### src/rtl/nonpreemptive_priority_scheduler_core_assert.svh
// ----------------------------------------------------------------------------
// scheduler core assertion macros
// implication checks on the core clock, disabled while in reset
// ----------------------------------------------------------------------------
`ifndef NONPREEMPTIVE_PRIORITY_SCHEDULER_CORE_ASSERT_SVH
`define NONPREEMPTIVE_PRIORITY_SCHEDULER_CORE_ASSERT_SVH

// same-cycle implication
`define NPS_ASSERT_IMPLY(label, ante, cons, msg) \
	label: assert property (@(posedge clk) disable iff (!arst_n) (ante) |-> (cons)) \
		else $error(msg);

// next-cycle implication
`define NPS_ASSERT_NEXT(label, ante, cons, msg) \
	label: assert property (@(posedge clk) disable iff (!arst_n) (ante) |=> (cons)) \
		else $error(msg);

`endif

### src/rtl/npsch_pkg.sv
// ----------------------------------------------------------------------------
// npsch_pkg
// shared widths, the job entry carried along the cell ring and the scan result
// ----------------------------------------------------------------------------
`default_nettype none

package npsch_pkg;

	localparam int MAX_PROCS_DEF = 16;
	localparam int TIME_W        = 16;
	localparam int PRIO_W        = 8;
	localparam int TICK_W        = 21;
	localparam int SUM_W         = 25;
	localparam int JIDX_W        = 4;

	// payload of one ring cell, the valid bit travels beside it
	typedef struct packed {
		logic              done;
		logic [TIME_W-1:0] arrival;
		logic [TIME_W-1:0] burst;
		logic [PRIO_W-1:0] prio;
		logic [TICK_W-1:0] finish;
	} job_t;

	// outcome of one scan pass, including the entry at the head this cycle
	typedef struct packed {
		logic              found;
		logic              any;
		logic [TIME_W-1:0] burst;
		logic [TIME_W-1:0] earliest;
	} scan_t;

endpackage

`default_nettype wire

### src/rtl/npsch_cell.sv
// ----------------------------------------------------------------------------
// npsch_cell
// one ring cell: holds one job and takes its neighbor's job on every shift
// ----------------------------------------------------------------------------
`default_nettype none

module npsch_cell import npsch_pkg::*; #(
	parameter int IW = 4
) (
	input  wire logic              clk,
	input  wire logic              arst_n,
	input  wire logic              shift,
	input  wire logic              clear,
	input  wire logic              mark,
	input  wire logic [TICK_W-1:0] tick,
	input  wire logic              d_valid,
	input  wire job_t              d,
	input  wire logic [IW-1:0]     d_idx,
	output logic                   q_valid,
	output job_t                   q,
	output logic [IW-1:0]          q_idx
);

	logic          valid_q;
	job_t          job_q;
	logic [IW-1:0] idx_q;

	always_ff @(posedge clk or negedge arst_n) begin
		if (!arst_n) begin
			valid_q <= 1'b0;
		end else if (clear) begin
			valid_q <= 1'b0;
		end else if (shift) begin
			valid_q <= d_valid;
		end
	end

	// a mark retires the job at the current tick as it passes
	always_ff @(posedge clk) begin
		if (shift) begin
			job_q.done    <= d.done | mark;
			job_q.arrival <= d.arrival;
			job_q.burst   <= d.burst;
			job_q.prio    <= d.prio;
			job_q.finish  <= mark ? tick : d.finish;
			idx_q         <= d_idx;
		end
	end

	assign q_valid = valid_q;
	assign q       = job_q;
	assign q_idx   = idx_q;

endmodule

`default_nettype wire

### src/rtl/npsch_scan.sv
// ----------------------------------------------------------------------------
// npsch_scan
// head evaluator: tracks the best arrived job and the earliest pending arrival
// ----------------------------------------------------------------------------
`default_nettype none

module npsch_scan import npsch_pkg::*; #(
	parameter int IW = 4
) (
	input  wire logic              clk,
	input  wire logic              arst_n,
	input  wire logic              step,
	input  wire logic              start,
	input  wire logic              head_valid,
	input  wire job_t              head,
	input  wire logic [IW-1:0]     head_idx,
	input  wire logic              head_mark,
	input  wire logic [TICK_W-1:0] tick,
	output scan_t                  res,
	output logic [IW-1:0]          res_idx
);

	logic              found_q;
	logic              any_q;
	logic [PRIO_W-1:0] prio_q;
	logic [TIME_W-1:0] burst_q;
	logic [TIME_W-1:0] earliest_q;
	logic [IW-1:0]     idx_q;

	logic              b_found;
	logic              b_any;
	logic [PRIO_W-1:0] b_prio;
	logic [TIME_W-1:0] b_burst;
	logic [TIME_W-1:0] b_earliest;
	logic [IW-1:0]     b_idx;
	logic              pending;
	logic              eligible;
	logic              take;
	logic              sooner;
	logic [PRIO_W-1:0] n_prio;

	always_comb begin
		b_found    = start ? 1'b0 : found_q;
		b_any      = start ? 1'b0 : any_q;
		b_prio     = prio_q;
		b_burst    = burst_q;
		b_earliest = earliest_q;
		b_idx      = idx_q;

		pending  = head_valid & ~(head.done | head_mark);
		eligible = pending & ({{(TICK_W-TIME_W){1'b0}}, head.arrival} <= tick);
		// strict compare keeps the lower index on a tie
		take     = eligible & (~b_found | (head.prio < b_prio));
		sooner   = pending & (~b_any | (head.arrival < b_earliest));

		res.found    = b_found | take;
		res.any      = b_any | pending;
		res.burst    = take ? head.burst : b_burst;
		res.earliest = sooner ? head.arrival : b_earliest;
		res_idx      = take ? head_idx : b_idx;
		n_prio       = take ? head.prio : b_prio;
	end

	always_ff @(posedge clk or negedge arst_n) begin
		if (!arst_n) begin
			found_q <= 1'b0;
			any_q   <= 1'b0;
		end else if (step) begin
			found_q <= res.found;
			any_q   <= res.any;
		end
	end

	always_ff @(posedge clk) begin
		if (step) begin
			prio_q     <= n_prio;
			burst_q    <= res.burst;
			earliest_q <= res.earliest;
			idx_q      <= res_idx;
		end
	end

endmodule

`default_nettype wire

### src/rtl/nonpreemptive_priority_scheduler_core.sv
// Non-preemptive priority scheduler. Jobs stream in one per cycle, each held
// in its own cell of a ring of MAX_PROCS cells; the transfer with tlast set
// closes the set and starts scheduling, and no job is taken while the set is
// being scheduled or its results are being read out of the ring. The last
// result of a set may still be waiting at the output when the next set starts
// loading. Each scheduling decision is one full rotation of the ring, with
// the head cell evaluated once a cycle; a decision either retires the
// lowest-priority arrived job (lowest index on a tie) or, when nothing has
// arrived, jumps the tick to the earliest pending arrival. A set of n jobs
// therefore takes between n and 2n decision passes plus one output pass in
// which the results leave in input order, one per cycle unless the output
// side stalls. Jobs beyond MAX_PROCS in a set are dropped.
`default_nettype none
`include "nonpreemptive_priority_scheduler_core_assert.svh"

// ----------------------------------------------------------------------------
// nonpreemptive_priority_scheduler_core
// cell ring, head scan unit, schedule sequencer and result register
// ----------------------------------------------------------------------------
module nonpreemptive_priority_scheduler_core import npsch_pkg::*; #(
	parameter int MAX_PROCS = MAX_PROCS_DEF
) (
	input  wire logic         clk,
	input  wire logic         arst_n,
	input  wire logic         s_tvalid,
	output logic              s_tready,
	// arrival_time[15:0], burst_time[31:16], job_priority[39:32]
	input  wire logic [39:0]  s_tdata,
	// last_job
	input  wire logic         s_tlast,
	output logic              m_tvalid,
	input  wire logic         m_tready,
	// job_index[3:0], completion_time[24:4], turnaround_time[45:25],
	// waiting_time[66:46], response_time[87:67], total_turnaround[112:88],
	// total_waiting[137:113], zero fill[143:138]
	output logic [143:0]      m_tdata,
	// last_result
	output logic              m_tlast
);

	localparam int IW  = (MAX_PROCS > 1) ? $clog2(MAX_PROCS) : 1;
	localparam int CNW = $clog2(MAX_PROCS + 1);

	localparam logic [1:0] ST_LOAD = 2'd0;
	localparam logic [1:0] ST_SCAN = 2'd1;
	localparam logic [1:0] ST_OUT  = 2'd2;

	logic [1:0]        state_q;
	logic [CNW-1:0]    count_q;
	logic [CNW-1:0]    left_q;
	logic [IW-1:0]     cnt_q;
	logic [TICK_W-1:0] tick_q;
	logic              mark_v_q;
	logic [IW-1:0]     mark_idx_q;
	logic [SUM_W-1:0]  sum_tat_q;
	logic [SUM_W-1:0]  sum_wt_q;

	logic              out_v_q;
	logic [JIDX_W-1:0] o_idx_q;
	logic [TICK_W-1:0] o_ct_q;
	logic [TICK_W-1:0] o_tat_q;
	logic [TICK_W-1:0] o_wt_q;
	logic [SUM_W-1:0]  o_sum_tat_q;
	logic [SUM_W-1:0]  o_sum_wt_q;
	logic              o_last_q;

	logic              cell_v   [MAX_PROCS];
	job_t              cell_j   [MAX_PROCS];
	logic [IW-1:0]     cell_idx [MAX_PROCS];

	logic              in_xfer;
	logic              store;
	logic [CNW-1:0]    count_inc;
	logic              pass_end_cnt;
	logic              out_step;
	logic              rot;
	logic              shift;
	logic              out_done;
	logic              mark_hit;
	logic              scan_step;
	logic              scan_end;
	job_t              new_job;
	job_t              tail_d;
	logic              tail_v;
	logic [IW-1:0]     tail_idx;
	scan_t             sc;
	logic [IW-1:0]     sc_idx;

	logic [TICK_W-1:0] ct;
	logic [TICK_W-1:0] tat;
	logic [TICK_W-1:0] wt;
	logic [SUM_W-1:0]  n_sum_tat;
	logic [SUM_W-1:0]  n_sum_wt;
	logic [CNW-1:0]    count_m1;
	logic [CNW-1:0]    head_idx_ext;
	logic [IW+JIDX_W-1:0] head_idx_wide;

	assign s_tready     = (state_q == ST_LOAD);
	assign in_xfer      = s_tvalid & s_tready;
	assign store        = in_xfer & (count_q < CNW'(MAX_PROCS));
	assign count_inc    = count_q + CNW'(store);
	assign pass_end_cnt = (cnt_q == IW'(MAX_PROCS - 1));

	assign mark_hit  = (state_q != ST_LOAD) & mark_v_q & cell_v[0]
		& (cell_idx[0] == mark_idx_q);
	assign out_step  = (state_q == ST_OUT) & (~cell_v[0] | ~out_v_q | m_tready);
	assign scan_step = (state_q == ST_SCAN);
	assign rot       = scan_step | out_step;
	assign shift     = store | rot;
	assign scan_end  = scan_step & pass_end_cnt;
	assign out_done  = out_step & pass_end_cnt;

	always_comb begin
		new_job.done    = 1'b0;
		new_job.arrival = s_tdata[15:0];
		new_job.burst   = s_tdata[31:16];
		new_job.prio    = s_tdata[39:32];
		new_job.finish  = '0;
	end

	// new jobs enter at the tail; otherwise the head wraps round to the tail
	assign tail_d   = (state_q == ST_LOAD) ? new_job : cell_j[0];
	assign tail_v   = (state_q == ST_LOAD) ? 1'b1 : cell_v[0];
	assign tail_idx = (state_q == ST_LOAD) ? count_q[IW-1:0] : cell_idx[0];

	for (genvar k = 0; k < MAX_PROCS; k++) begin : g_ring
		if (k == MAX_PROCS - 1) begin : g_tail
			npsch_cell #(.IW(IW)) u_cell (
				.clk     (clk),
				.arst_n  (arst_n),
				.shift   (shift),
				.clear   (out_done),
				.mark    (mark_hit & rot),
				.tick    (tick_q),
				.d_valid (tail_v),
				.d       (tail_d),
				.d_idx   (tail_idx),
				.q_valid (cell_v[k]),
				.q       (cell_j[k]),
				.q_idx   (cell_idx[k])
			);
		end else begin : g_mid
			npsch_cell #(.IW(IW)) u_cell (
				.clk     (clk),
				.arst_n  (arst_n),
				.shift   (shift),
				.clear   (out_done),
				.mark    (1'b0),
				.tick    (tick_q),
				.d_valid (cell_v[k+1]),
				.d       (cell_j[k+1]),
				.d_idx   (cell_idx[k+1]),
				.q_valid (cell_v[k]),
				.q       (cell_j[k]),
				.q_idx   (cell_idx[k])
			);
		end
	end

	npsch_scan #(.IW(IW)) u_scan (
		.clk        (clk),
		.arst_n     (arst_n),
		.step       (scan_step),
		.start      (cnt_q == '0),
		.head_valid (cell_v[0]),
		.head       (cell_j[0]),
		.head_idx   (cell_idx[0]),
		.head_mark  (mark_hit),
		.tick       (tick_q),
		.res        (sc),
		.res_idx    (sc_idx)
	);

	// sequencer
	always_ff @(posedge clk or negedge arst_n) begin
		if (!arst_n) begin
			state_q    <= ST_LOAD;
			count_q    <= '0;
			left_q     <= '0;
			cnt_q      <= '0;
			tick_q     <= '0;
			mark_v_q   <= 1'b0;
			mark_idx_q <= '0;
			sum_tat_q  <= '0;
			sum_wt_q   <= '0;
		end else begin
			case (state_q)
				ST_LOAD: begin
					if (in_xfer) begin
						count_q <= count_inc;
						if (s_tlast) begin
							state_q  <= ST_SCAN;
							left_q   <= count_inc;
							cnt_q    <= '0;
							mark_v_q <= 1'b0;
						end
					end
				end
				ST_SCAN: begin
					cnt_q <= pass_end_cnt ? '0 : cnt_q + IW'(1);
					if (scan_end) begin
						if (sc.found) begin
							tick_q     <= tick_q + {{(TICK_W-TIME_W){1'b0}}, sc.burst};
							mark_v_q   <= 1'b1;
							mark_idx_q <= sc_idx;
							left_q     <= left_q - CNW'(1);
							if (left_q == CNW'(1)) begin
								state_q <= ST_OUT;
							end
						end else begin
							// nothing arrived yet: idle up to the next arrival
							tick_q   <= {{(TICK_W-TIME_W){1'b0}}, sc.earliest};
							mark_v_q <= 1'b0;
						end
					end
				end
				ST_OUT: begin
					if (out_step) begin
						cnt_q <= pass_end_cnt ? '0 : cnt_q + IW'(1);
						if (cell_v[0]) begin
							sum_tat_q <= n_sum_tat;
							sum_wt_q  <= n_sum_wt;
						end
						if (pass_end_cnt) begin
							state_q   <= ST_LOAD;
							count_q   <= '0;
							tick_q    <= '0;
							mark_v_q  <= 1'b0;
							sum_tat_q <= '0;
							sum_wt_q  <= '0;
						end
					end
				end
				default: begin
					state_q <= ST_LOAD;
				end
			endcase
		end
	end

	// result for the job at the head
	always_comb begin
		ct            = mark_hit ? tick_q : cell_j[0].finish;
		tat           = ct - {{(TICK_W-TIME_W){1'b0}}, cell_j[0].arrival};
		wt            = tat - {{(TICK_W-TIME_W){1'b0}}, cell_j[0].burst};
		n_sum_tat     = sum_tat_q + {{(SUM_W-TICK_W){1'b0}}, tat};
		n_sum_wt      = sum_wt_q + {{(SUM_W-TICK_W){1'b0}}, wt};
		count_m1      = count_q - CNW'(1);
		head_idx_ext  = CNW'(cell_idx[0]);
		head_idx_wide = {{JIDX_W{1'b0}}, cell_idx[0]};
	end

	always_ff @(posedge clk or negedge arst_n) begin
		if (!arst_n) begin
			out_v_q <= 1'b0;
		end else if (out_step & cell_v[0]) begin
			out_v_q <= 1'b1;
		end else if (m_tready) begin
			out_v_q <= 1'b0;
		end
	end

	always_ff @(posedge clk) begin
		if (out_step & cell_v[0]) begin
			o_idx_q     <= head_idx_wide[JIDX_W-1:0];
			o_ct_q      <= ct;
			o_tat_q     <= tat;
			o_wt_q      <= wt;
			o_sum_tat_q <= n_sum_tat;
			o_sum_wt_q  <= n_sum_wt;
			o_last_q    <= (head_idx_ext == count_m1);
		end
	end

	assign m_tvalid = out_v_q;
	assign m_tlast  = o_last_q;
	assign m_tdata  = {6'd0, o_sum_wt_q, o_sum_tat_q, o_wt_q, o_wt_q, o_tat_q, o_ct_q,
		o_idx_q};

	`NPS_ASSERT_IMPLY(a_left_nonzero, state_q == ST_SCAN, left_q != '0, "scan with no job left")
	`NPS_ASSERT_IMPLY(a_count_bound, 1'b1, count_q <= CNW'(MAX_PROCS), "job count over depth")
	`NPS_ASSERT_IMPLY(a_mark_idle, state_q == ST_LOAD, !mark_v_q, "retire mark live while loading")
	`NPS_ASSERT_NEXT(a_out_source, !m_tvalid && (state_q != ST_OUT), !m_tvalid,
		"result outside output pass")

endmodule

`default_nettype wire

### config.mk
export PLATFORM = sky130hd
export DESIGN_NAME = nonpreemptive_priority_scheduler_core
export DESIGN_NICKNAME = d
export VERILOG_FILES = /design/src/rtl/npsch_pkg.sv /design/src/rtl/npsch_cell.sv /design/src/rtl/npsch_scan.sv /design/src/rtl/nonpreemptive_priority_scheduler_core.sv
export VERILOG_INCLUDE_DIRS = /design/src /design/src/rtl
export SDC_FILE = /design/constraint.sdc
export NUM_CORES = 1
export LEC_CHECK = 0
export ABC_AREA = 0
export BUFFER_PORTS_ARGS = -buffer_cell sky130_fd_sc_hd__clkbuf_2
export CAP_MARGIN = 20
export CORE_ASPECT_RATIO = 0.75
export CORE_MARGIN = 2
export CORE_UTILIZATION = 55
export CTS_BUF_LIST = sky130_fd_sc_hd__clkbuf_2
export CTS_CLUSTER_DIAMETER = 120
export CTS_CLUSTER_SIZE = 10
export DETAILED_ROUTE_END_ITERATION = 8
export PLACE_DENSITY_LB_ADDON = 0.3
export SLEW_MARGIN = 20
export SYNTH_ARGS = -nofsm -noshare
export SYNTH_HDL_FRONTEND = slang
export SYNTH_SLANG_ARGS = --single-unit
### constraint.sdc
create_clock -name clk -period 67.5 [get_ports clk]
set_input_delay 10.125 -clock clk [delete_from_list [all_inputs] [get_ports clk]]
set_output_delay 10.125 -clock clk [all_outputs]
set_load 0.005 [all_outputs]
## After elaboration in Yosys (flattened, before gate mapping)

Cells that the tools add are included.

- Bits in registers: 1329
- Bits of input ports: 45
- Output and inout bits: 147
- Logic and storage cells: 291

- Add/sub/neg operators: 9
- Order comparisons: 4
- Eq/ne operators: 13
- Muxes and demuxes: 82
- Bitwise gates (word level): 29
- Reductions and logical operators: 19

Operators with widths:

| kind | number |
|---|---|
| two-way mux 21 bit | 6 |
| two-way mux 25 bit | 4 |
| two-way mux 62 bit | 1 |
| adder 25 x 21 -> 25 bit | 2 |
| two-way mux 1 bit | 43 |
| one-hot mux 21 bit (2 select lines) | 1 |
| subtractor 21 x 16 -> 21 bit | 2 |
| two-way mux 5 bit | 7 |
| two-way mux 16 bit | 2 |
| two-way mux 4 bit | 6 |
| adder 21 x 16 -> 21 bit | 1 |
| less-or-equal comparator 16 x 21 -> 1 bit | 1 |
| one-hot mux 5 bit (2 select lines) | 2 |
| < comparator 16 bit | 1 |
| bitwise AND 1 bit | 14 |
| two-way mux 2 bit | 7 |
| nonzero test 2 bit | 7 |
| one-hot mux 4 bit (3 select lines) | 1 |
| AND reduction 4 bit | 3 |
| != test 2 x 1 -> 1 bit, second input constant | 5 |
| bitwise OR 1 bit | 10 |
| subtractor 5 x 1 -> 5 bit, second input constant | 2 |
| < comparator 8 bit | 1 |
| AND reduction 7 bit | 1 |
| other kinds (20) | 26 |

## Logic depth before layout (Yosys ltp)

Gate-level depths: netlist (run 1).

- Depth in word-level cells: 14
- Mapped depth: 34
- Gate-level depth less buffers: 32

## By module

A second synthesis (run 1) with hierarchy kept.

- Cells, all modules: 3089
- Area, all modules: 52977.1 µm²

Modules (own cells, without submodules):

| module | instances | cells each | area an instance (µm²) |
|---|---|---|---|
| npsch_cell | 16 | 93 | 2285.9 |
| nonpreemptive_priority_scheduler_core | 1 | 1356 | 13382.8 |
| npsch_scan | 1 | 245 | 3019.1 |

## Least setup slack after synthesis (run 1)

OpenSTA, ideal clock, no wires.

- Path kind: input -> register
- Start point: input port m_tready
- End point: register g_ring[0].g_mid.u_cell.job_q, in the netlist g_ring[0].g_mid.u_cell.q[0], enable pin
- Library setup time: 1387 ps
- Arrival: 31138 ps
- Required time: 66113 ps
- Slack: 34975 ps
- Stages: 5
- Path buffers: 1
- Path through: nor2b_1 -> a21boi_0 -> nor3_1 -> clkbuf_1 -> inv_1

- Longest elaborated chain between the ends: 4

Ends and longest elaborated chain:

| what | RTL line | text |
|---|---|---|
| from (decl) | nonpreemptive_priority_scheduler_core.sv:32 | `input wire logic m_tready,` |
| bitwise OR 1 bit | nonpreemptive_priority_scheduler_core.sv:106 | `assign out_step = (state_q == ST_OUT) & (~cell_v[0] \| ~out_v_q \| m_tready);` |
| bitwise AND 1 bit | nonpreemptive_priority_scheduler_core.sv:106 |  |
| bitwise OR 1 bit | nonpreemptive_priority_scheduler_core.sv:108 | `assign rot = scan_step \| out_step;` |
| bitwise OR 1 bit | nonpreemptive_priority_scheduler_core.sv:109 | `assign shift = store \| rot;` |
| net g_ring[0].g_mid.u_cell.shift | npsch_cell.sv:12 | `input wire logic shift,` |
| to (decl) | npsch_cell.sv:25 | `job_t job_q;` |

The timed path passes the listed nets, and every way through them passes these cells.
A chain may end at the register's enable or synchronous reset.

## Worst setup path in the final report (run 1)

- Start point: input port m_tready
- End point: register g_ring[7].g_mid.u_cell.job_q, in the netlist g_ring[7].g_mid.u_cell.q[34], enable pin

- Longest elaborated chain between the ends: 4

Ends and longest elaborated chain:

| what | RTL line |
|---|---|
| bitwise OR 1 bit | nonpreemptive_priority_scheduler_core.sv:106 |
| bitwise AND 1 bit | nonpreemptive_priority_scheduler_core.sv:106 |
| bitwise OR 1 bit | nonpreemptive_priority_scheduler_core.sv:108 |
| bitwise OR 1 bit | nonpreemptive_priority_scheduler_core.sv:109 |
| net g_ring[0].g_mid.u_cell.shift | npsch_cell.sv:12 |
| to (decl) | npsch_cell.sv:25 |

The timed path passes the listed nets, and every way through them passes these cells.

==> results.sh, run 1 <==
export IMPL_outcome="complete, no violations"
export IMPL_yosys_warnings=0
export IMPL_yosysTopAreaCell="edfxtp_1"
export IMPL_syn2layout_area_growth_pct=7.176
export IMPL_drv_cap=0
export IMPL_period_minus_slack_ns=12.68
export IMPL_maxSlewHeadroom=0.2709
export IMPL_maxSlewViolCount=0
export IMPL_ys_seq_area_frac=0.8104
export IMPL_cts_sinks=1329
export IMPL_fin_ws_ns=54.82
export IMPL_grt_pass1_vias=22589
export IMPL_multiInputGateArea_sq_um=8374
export IMPL_synth_top_area_share=0.7532
export IMPL_gp_congestion=0.8857
export IMPL_final_cells=4248
export IMPL_max_stage_delay_ns=0.72
export IMPL_cts_tree="done"
export IMPL_routedWlPerCell_um=20.46
export IMPL_num_rows=94
export IMPL_ys_flop_type="edfxtp_1"
export IMPL_h_tree_depth=4
export IMPL_worst_ep_required_time_ns=68.49
export IMPL_cp_arrival_ns=13.67
export IMPL_io_buffers=185
export IMPL_synth_edf_count=1218
export IMPL_die_h_um=261.3
export IMPL_fillCellCount=6379
export IMPL_grt_use_total=0.1925
export IMPL_endpoint_kind="flip-flop"
export IMPL_rr_worst_depth=30
export IMPL_synth_area_sq_um=48560
export IMPL_drt_iter0_drc=2316
export IMPL_layout_common_cells="edfxtp_1 (1218), clkbuf_2 (401), nand2_1 (191)"
export IMPL_clock_latency_ns=1.45
export IMPL_worstMarginPinSlew_ns=1.094
export IMPL_drc=0
export IMPL_critPathKind="in2reg"
export IMPL_avgSynthCellArea_sq_um=17.81
export IMPL_postCtsResizedCells=0
export IMPL_hold_violations=0
export IMPL_crit_top_cell="buf_4"
export IMPL_dpl_instance_area_sq_um=50780
export IMPL_whs_path_depth=0
export IMPL_grt_pass1_wl_mm=131.7
export IMPL_ys_ff_latch=1329
export IMPL_ys_top_cells_by_area="edfxtp_1 (75%), dfrtp_1 (5.7%), ha_1 (3.6%)"
export IMPL_cts_root_buf="clkbuf_2"
export IMPL_min_to="g_ring[6].g_mid.u_cell.q[60]$_DFFE_PP_"
export IMPL_clk_path_buf_depth=3
export IMPL_place_inst=4007
export IMPL_fin_area_sq_um=52040
export IMPL_ant_nets=0
export IMPL_reg2reg_slack_ns=59.19
export IMPL_die_w_um=347.1
export IMPL_cts_reportedPaths_clkPinSlew_ns=0.17
export IMPL_vias=23638
export IMPL_r2r_end="sum_wt_q[23]$_DFFE_PN0P_"
export IMPL_regArea_sq_um=39350
export IMPL_routed_wl_mm=86.91
export IMPL_grt_overflow=0
export IMPL_hold_buffers=0
export IMPL_fmaxAchievable_mhz=78.88
export IMPL_cp_start_kind="input pin"
export IMPL_min_from="g_ring[7].g_mid.u_cell.q[60]$_DFFE_PP_"
export IMPL_dieArea_sq_um=90700
export IMPL_core_sq_um=87620
export IMPL_rsz0062_at_grt="false"
export IMPL_antenna_found_initial=8
export IMPL_async_reset_ff_frac=0.08352
export IMPL_fin_nets=3197
export IMPL_yosysUniqueCellTypes=75
export IMPL_synth_cells=2727
export IMPL_vias_per_cell=5.565
export IMPL_post_route_period_util=0.1878
export IMPL_grt_start_max_net_pins=221
export IMPL_tns_ns=0
export IMPL_io_pins=192
export IMPL_slowest_stage="inv_8"
export IMPL_setup_viol=0
export IMPL_cts_made_buffers=150
export IMPL_layout_drive_gt1_share=0.1629
export IMPL_initial_utilization=0.5542
export IMPL_skew_ns=0.1178
export IMPL_post_cts_setup_buffer_count=0
export IMPL_hp_class="reg2reg"
export IMPL_first_pass_iters=5
export IMPL_layout_commonest_cell="edfxtp_1"
export IMPL_r2r_start="g_ring[0].g_mid.u_cell.q_idx[0]$_DFFE_PP_"
export IMPL_place_hpwl_mm=57.10
export IMPL_dp_slack_ns=53.25
export IMPL_crit_chain="clkbuf_2 -> nor2b_1 -> a21boi_0 -> buf_4 -> nor3_2 -> buf_4 -> inv_8 -> buf_6 -> buf_12 -> buf_16"
export IMPL_path_max_fanout=158
==> sequential cells by signal (all words and copies together), names as in the netlist, 2 cells and up <==
register	count
g_ring.g_mid.u_cell.q	930
g_ring.g_tail.u_cell.q	62
g_ring.g_mid.u_cell.q_idx	60
o_sum_tat_q	25
o_sum_wt_q	25
sum_tat_q	25
sum_wt_q	25
o_ct_q	21
o_tat_q	21
o_wt_q	21
tick_q	21
u_scan.b_burst	16
u_scan.b_earliest	16
g_ring.g_mid.u_cell.q_valid	15
u_scan.b_prio	8
count_q	5
left_q	5
cnt_q	4
g_ring.g_tail.u_cell.q_idx	4
mark_idx_q	4
o_idx_q	4
u_scan.b_idx	4
state_q	2
==> stage by stage <==
step / util / hold WS, ns
floorplan: - / 0.4003
global placement: 0.5795 / 0.4006
detailed placement: 0.5795 / 0.4045
CTS: 0.5932 / 0.3280
global route: 0.5939 / 0.3197
finish: 0.5939 / 0.3606
==> worst max path at each step <==
stage	endpoint	startpoint	depth (start not counted)
2_1_floorplan	g_ring[0].g_mid.u_cell.q[0]$_DFFE_PP_	m_tready	5
3_3_place_gp	g_ring[6].g_mid.u_cell.q[33]$_DFFE_PP_	m_tready	9
3_5_place_dp	g_ring[10].g_mid.u_cell.q[34]$_DFFE_PP_	m_tready	9
4_1_cts	g_ring[10].g_mid.u_cell.q[32]$_DFFE_PP_	m_tready	9
5_1_grt	g_ring[11].g_mid.u_cell.q[34]$_DFFE_PP_	m_tready	10
6_report	g_ring[7].g_mid.u_cell.q[34]$_DFFE_PP_	m_tready	10
==> routing by layer <==
metal  share of wire  GRT usage
met1            0.47     0.2948
met2            0.45     0.2835
met3           0.060    0.03807
met4           0.020    0.05749
met5               0          0
==> final cells by class <==
class / count / share of cell area
inverter: 126 / 0.009232
tap: 1152 / 0.02770
antenna: 9 / 0.0004328
sequential: 1329 / 0.7562
timing repair buffer: 208 / 0.02248
multi-input combinational: 1193 / 0.1609
clock buffer: 217 / 0.02087
clock inverter: 14 / 0.002212
==> critical path, delay by kind of cell <==
family / cells / cell delay (ns)
simple gates: 2 / 0.12
compound gates: 1 / 0.22
buf+inv: 7 / 2.88
==> Yosys cell counts, types with 19 or more instances <==
master	number
a21o_1	57
a21oi_1	98
a22o_1	37
buf_4	27
clkbuf_1	50
dfrtp_1	111
edfxtp_1	1218
ha_1	139
inv_1	125
mux2_2	39
nand2_1	191
nand2b_1	19
nand3_1	27
nor2_1	70
nor2b_1	20
o21a_1	21
o21ai_0	149
xnor2_1	72
xor2_1	28
==> cell families after synthesis <==
logic type | Yosys count | synth area share
AO/OA/AOI/OAI | 476 | 0.06393
XOR/XNOR | 100 | 0.01804
multiplexers | 52 | 0.01172
adder cells (fa/ha/maj) | 144 | 0.03788
flip-flops | 1329 | 0.8104
AND/OR/NAND/NOR | 415 | 0.03953
buffers and inverters | 210 | 0.01840
other | 1 | 0.00007723
Power of run 1 is left out: the tool's default activity adds up to more than one toggle a clock period on the data nets, which glitch-free logic cannot reach.
==> run 2, diff against run 1 <==
==> constraint.sdc (replaced) <==
create_clock -name clk -period 12.9 [get_ports clk]
set_input_delay 1.935 -clock clk [delete_from_list [all_inputs] [get_ports clk]]
set_output_delay 1.935 -clock clk [all_outputs]
set_load 0.005 [all_outputs]
==> results.sh, run 2 (synthesis results as in run 1) <==
export IMPL_fin_area_sq_um=52170
export IMPL_maxSlewHeadroom=0.2599
export IMPL_r2r_end="sum_wt_q[23]$_DFFE_PN0P_"
export IMPL_fin_ws_ns=5.308
export IMPL_layout_common_cells="edfxtp_1 (1218), clkbuf_2 (410), nand2_1 (191)"
export IMPL_clk_path_buf_depth=3
export IMPL_routed_wl_mm=91.09
export IMPL_path_max_fanout=40
export IMPL_dieArea_sq_um=90700
export IMPL_crit_family="compound AO/OA/AOI/OAI gates"
export IMPL_die_w_um=347.1
export IMPL_core_sq_um=87620
export IMPL_io_buffers=185
export IMPL_worst_path_buf_inv=1
export IMPL_hp_class="reg2reg"
export IMPL_rr_worst_depth=30
export IMPL_skew_ns=0.1526
export IMPL_place_hpwl_mm=60.22
export IMPL_fin_nets=3199
export IMPL_grt_pass1_wl_mm=137.1
export IMPL_routedWlPerCell_um=21.39
export IMPL_drc=0
export IMPL_post_cts_setup_buffer_count=0
export IMPL_setup_viol=0
export IMPL_post_route_period_util=0.5885
export IMPL_whs_path_depth=0
export IMPL_grt_overflow=0
export IMPL_endpoint_kind="flip-flop"
export IMPL_antenna_found_initial=4
export IMPL_hold_buffers=0
export IMPL_cts_sinks=1329
export IMPL_vias_per_cell=5.562
export IMPL_die_h_um=261.3
export IMPL_worst_ep_required_time_ns=14.21
export IMPL_dp_slack_ns=5.517
export IMPL_rsz0062_at_grt="false"
export IMPL_fillCellCount=6441
export IMPL_maxSlewViolCount=0
export IMPL_cts_reportedPaths_clkPinSlew_ns=0.19
export IMPL_h_tree_depth=4
export IMPL_io_pins=192
export IMPL_grt_pass1_vias=23011
export IMPL_cp_arrival_ns=8.90
export IMPL_min_from="g_ring[7].g_mid.u_cell.q[55]$_DFFE_PP_"
export IMPL_first_pass_iters=6
export IMPL_crit_top_cell="o21ai_0"
export IMPL_regArea_sq_um=39350
export IMPL_layout_commonest_cell="edfxtp_1"
export IMPL_num_rows=94
export IMPL_r2r_start="g_ring[0].g_mid.u_cell.q_idx[0]$_DFFE_PP_"
export IMPL_hold_violations=0
export IMPL_initial_utilization=0.5542
export IMPL_worstMarginPinSlew_ns=1.110
export IMPL_ant_nets=0
export IMPL_drt_iter0_drc=2313
export IMPL_cp_start_kind="flip-flop"
export IMPL_min_to="g_ring[6].g_mid.u_cell.q[55]$_DFFE_PP_"
export IMPL_drv_cap=0
export IMPL_grt_use_total=0.2016
export IMPL_outcome="complete, no violations"
export IMPL_cts_root_buf="clkbuf_2"
export IMPL_layout_drive_gt1_share=0.1669
export IMPL_postCtsResizedCells=0
export IMPL_largest_reg_flops=930
export IMPL_clock_latency_ns=1.45
export IMPL_cts_tree="done"
export IMPL_max_stage_delay_ns=0.57
export IMPL_syn2layout_area_growth_pct=7.429
export IMPL_critPathKind="reg2reg"
export IMPL_slowest_stage="a221oi_1"
export IMPL_gp_congestion=0.8654
export IMPL_multiInputGateArea_sq_um=8397
export IMPL_period_minus_slack_ns=7.592
export IMPL_dpl_instance_area_sq_um=50790
export IMPL_reg2reg_slack_ns=5.31
export IMPL_cts_made_buffers=150
export IMPL_vias=23690
export IMPL_fmaxAchievable_mhz=131.7
export IMPL_grt_start_max_net_pins=207
## run 2: changes by cell type in the layout (fill, tap and decap cells not counted), moves of 2 or more
cell / change
bufinv_16: +2
buf_4: +3
clkbuf_2: +9
clkinv_4: -2
## run 2: worst reg2reg max path: cells and delay by family, from the launching register on
family | cells | cell delay [ns]
xor+xnor | 2 | 0.42
simple gates | 10 | 1.83
flops | 1 | 0.51
buf+inv | 1 | 0.31
compound gates | 14 | 3.40
fa+ha+maj | 3 | 1.02
## run 2: through the flow
stage	util	hold slack, ns	TNS (ns)	instances
final	0.5953	0.3229	0	4259
after global routing	0.5952	0.2892	0	4255
after CTS	0.5945	0.3144	0	4248
after detailed placement	0.5797	0.4045	0	4008
after global placement	0.5797	0.4003	0	4008
after floorplan	-	0.4003	-6337.98	2732
## run 2: worst max-delay path by stage
stage	depth (start not counted)	slack [ns]	startpoint	end
floorplan	5	-6.00	m_tready	g_ring[0].g_mid.u_cell.q[0]$_DFFE_PP_
global placement	30	5.64	g_ring[0].g_mid.u_cell.q_idx[0]$_DFFE_PP_	sum_wt_q[23]$_DFFE_PN0P_
detailed placement	30	5.52	g_ring[0].g_mid.u_cell.q_idx[2]$_DFFE_PP_	sum_wt_q[23]$_DFFE_PN0P_
CTS	30	5.38	g_ring[0].g_mid.u_cell.q_idx[0]$_DFFE_PP_	sum_wt_q[23]$_DFFE_PN0P_
global route	30	4.76	g_ring[0].g_mid.u_cell.q_idx[2]$_DFFE_PP_	sum_wt_q[23]$_DFFE_PN0P_
finish	30	5.31	g_ring[0].g_mid.u_cell.q_idx[0]$_DFFE_PP_	sum_wt_q[23]$_DFFE_PN0P_
## run 2: layout make-up
cell class	instances	area share
Antenna cell	9	0.0004317
Clock buffer	226	0.02168
Clock inverter	14	0.003118
Inverter	126	0.009138
Multi-Input combinational cell	1193	0.1610
Sequential cell	1329	0.7544
Tap cell	1152	0.02763
Timing Repair Buffer	210	0.02264
## run 2: layer usage
layer  GRT usage  share of wire  vias up
li1            -              -    10899
met1      0.3078           0.48    11903
met2      0.2971           0.45      729
met3     0.03786          0.054      159
met4     0.06473          0.025        0
met5           0              0        -
Power of run 2 is left out for the same reason.
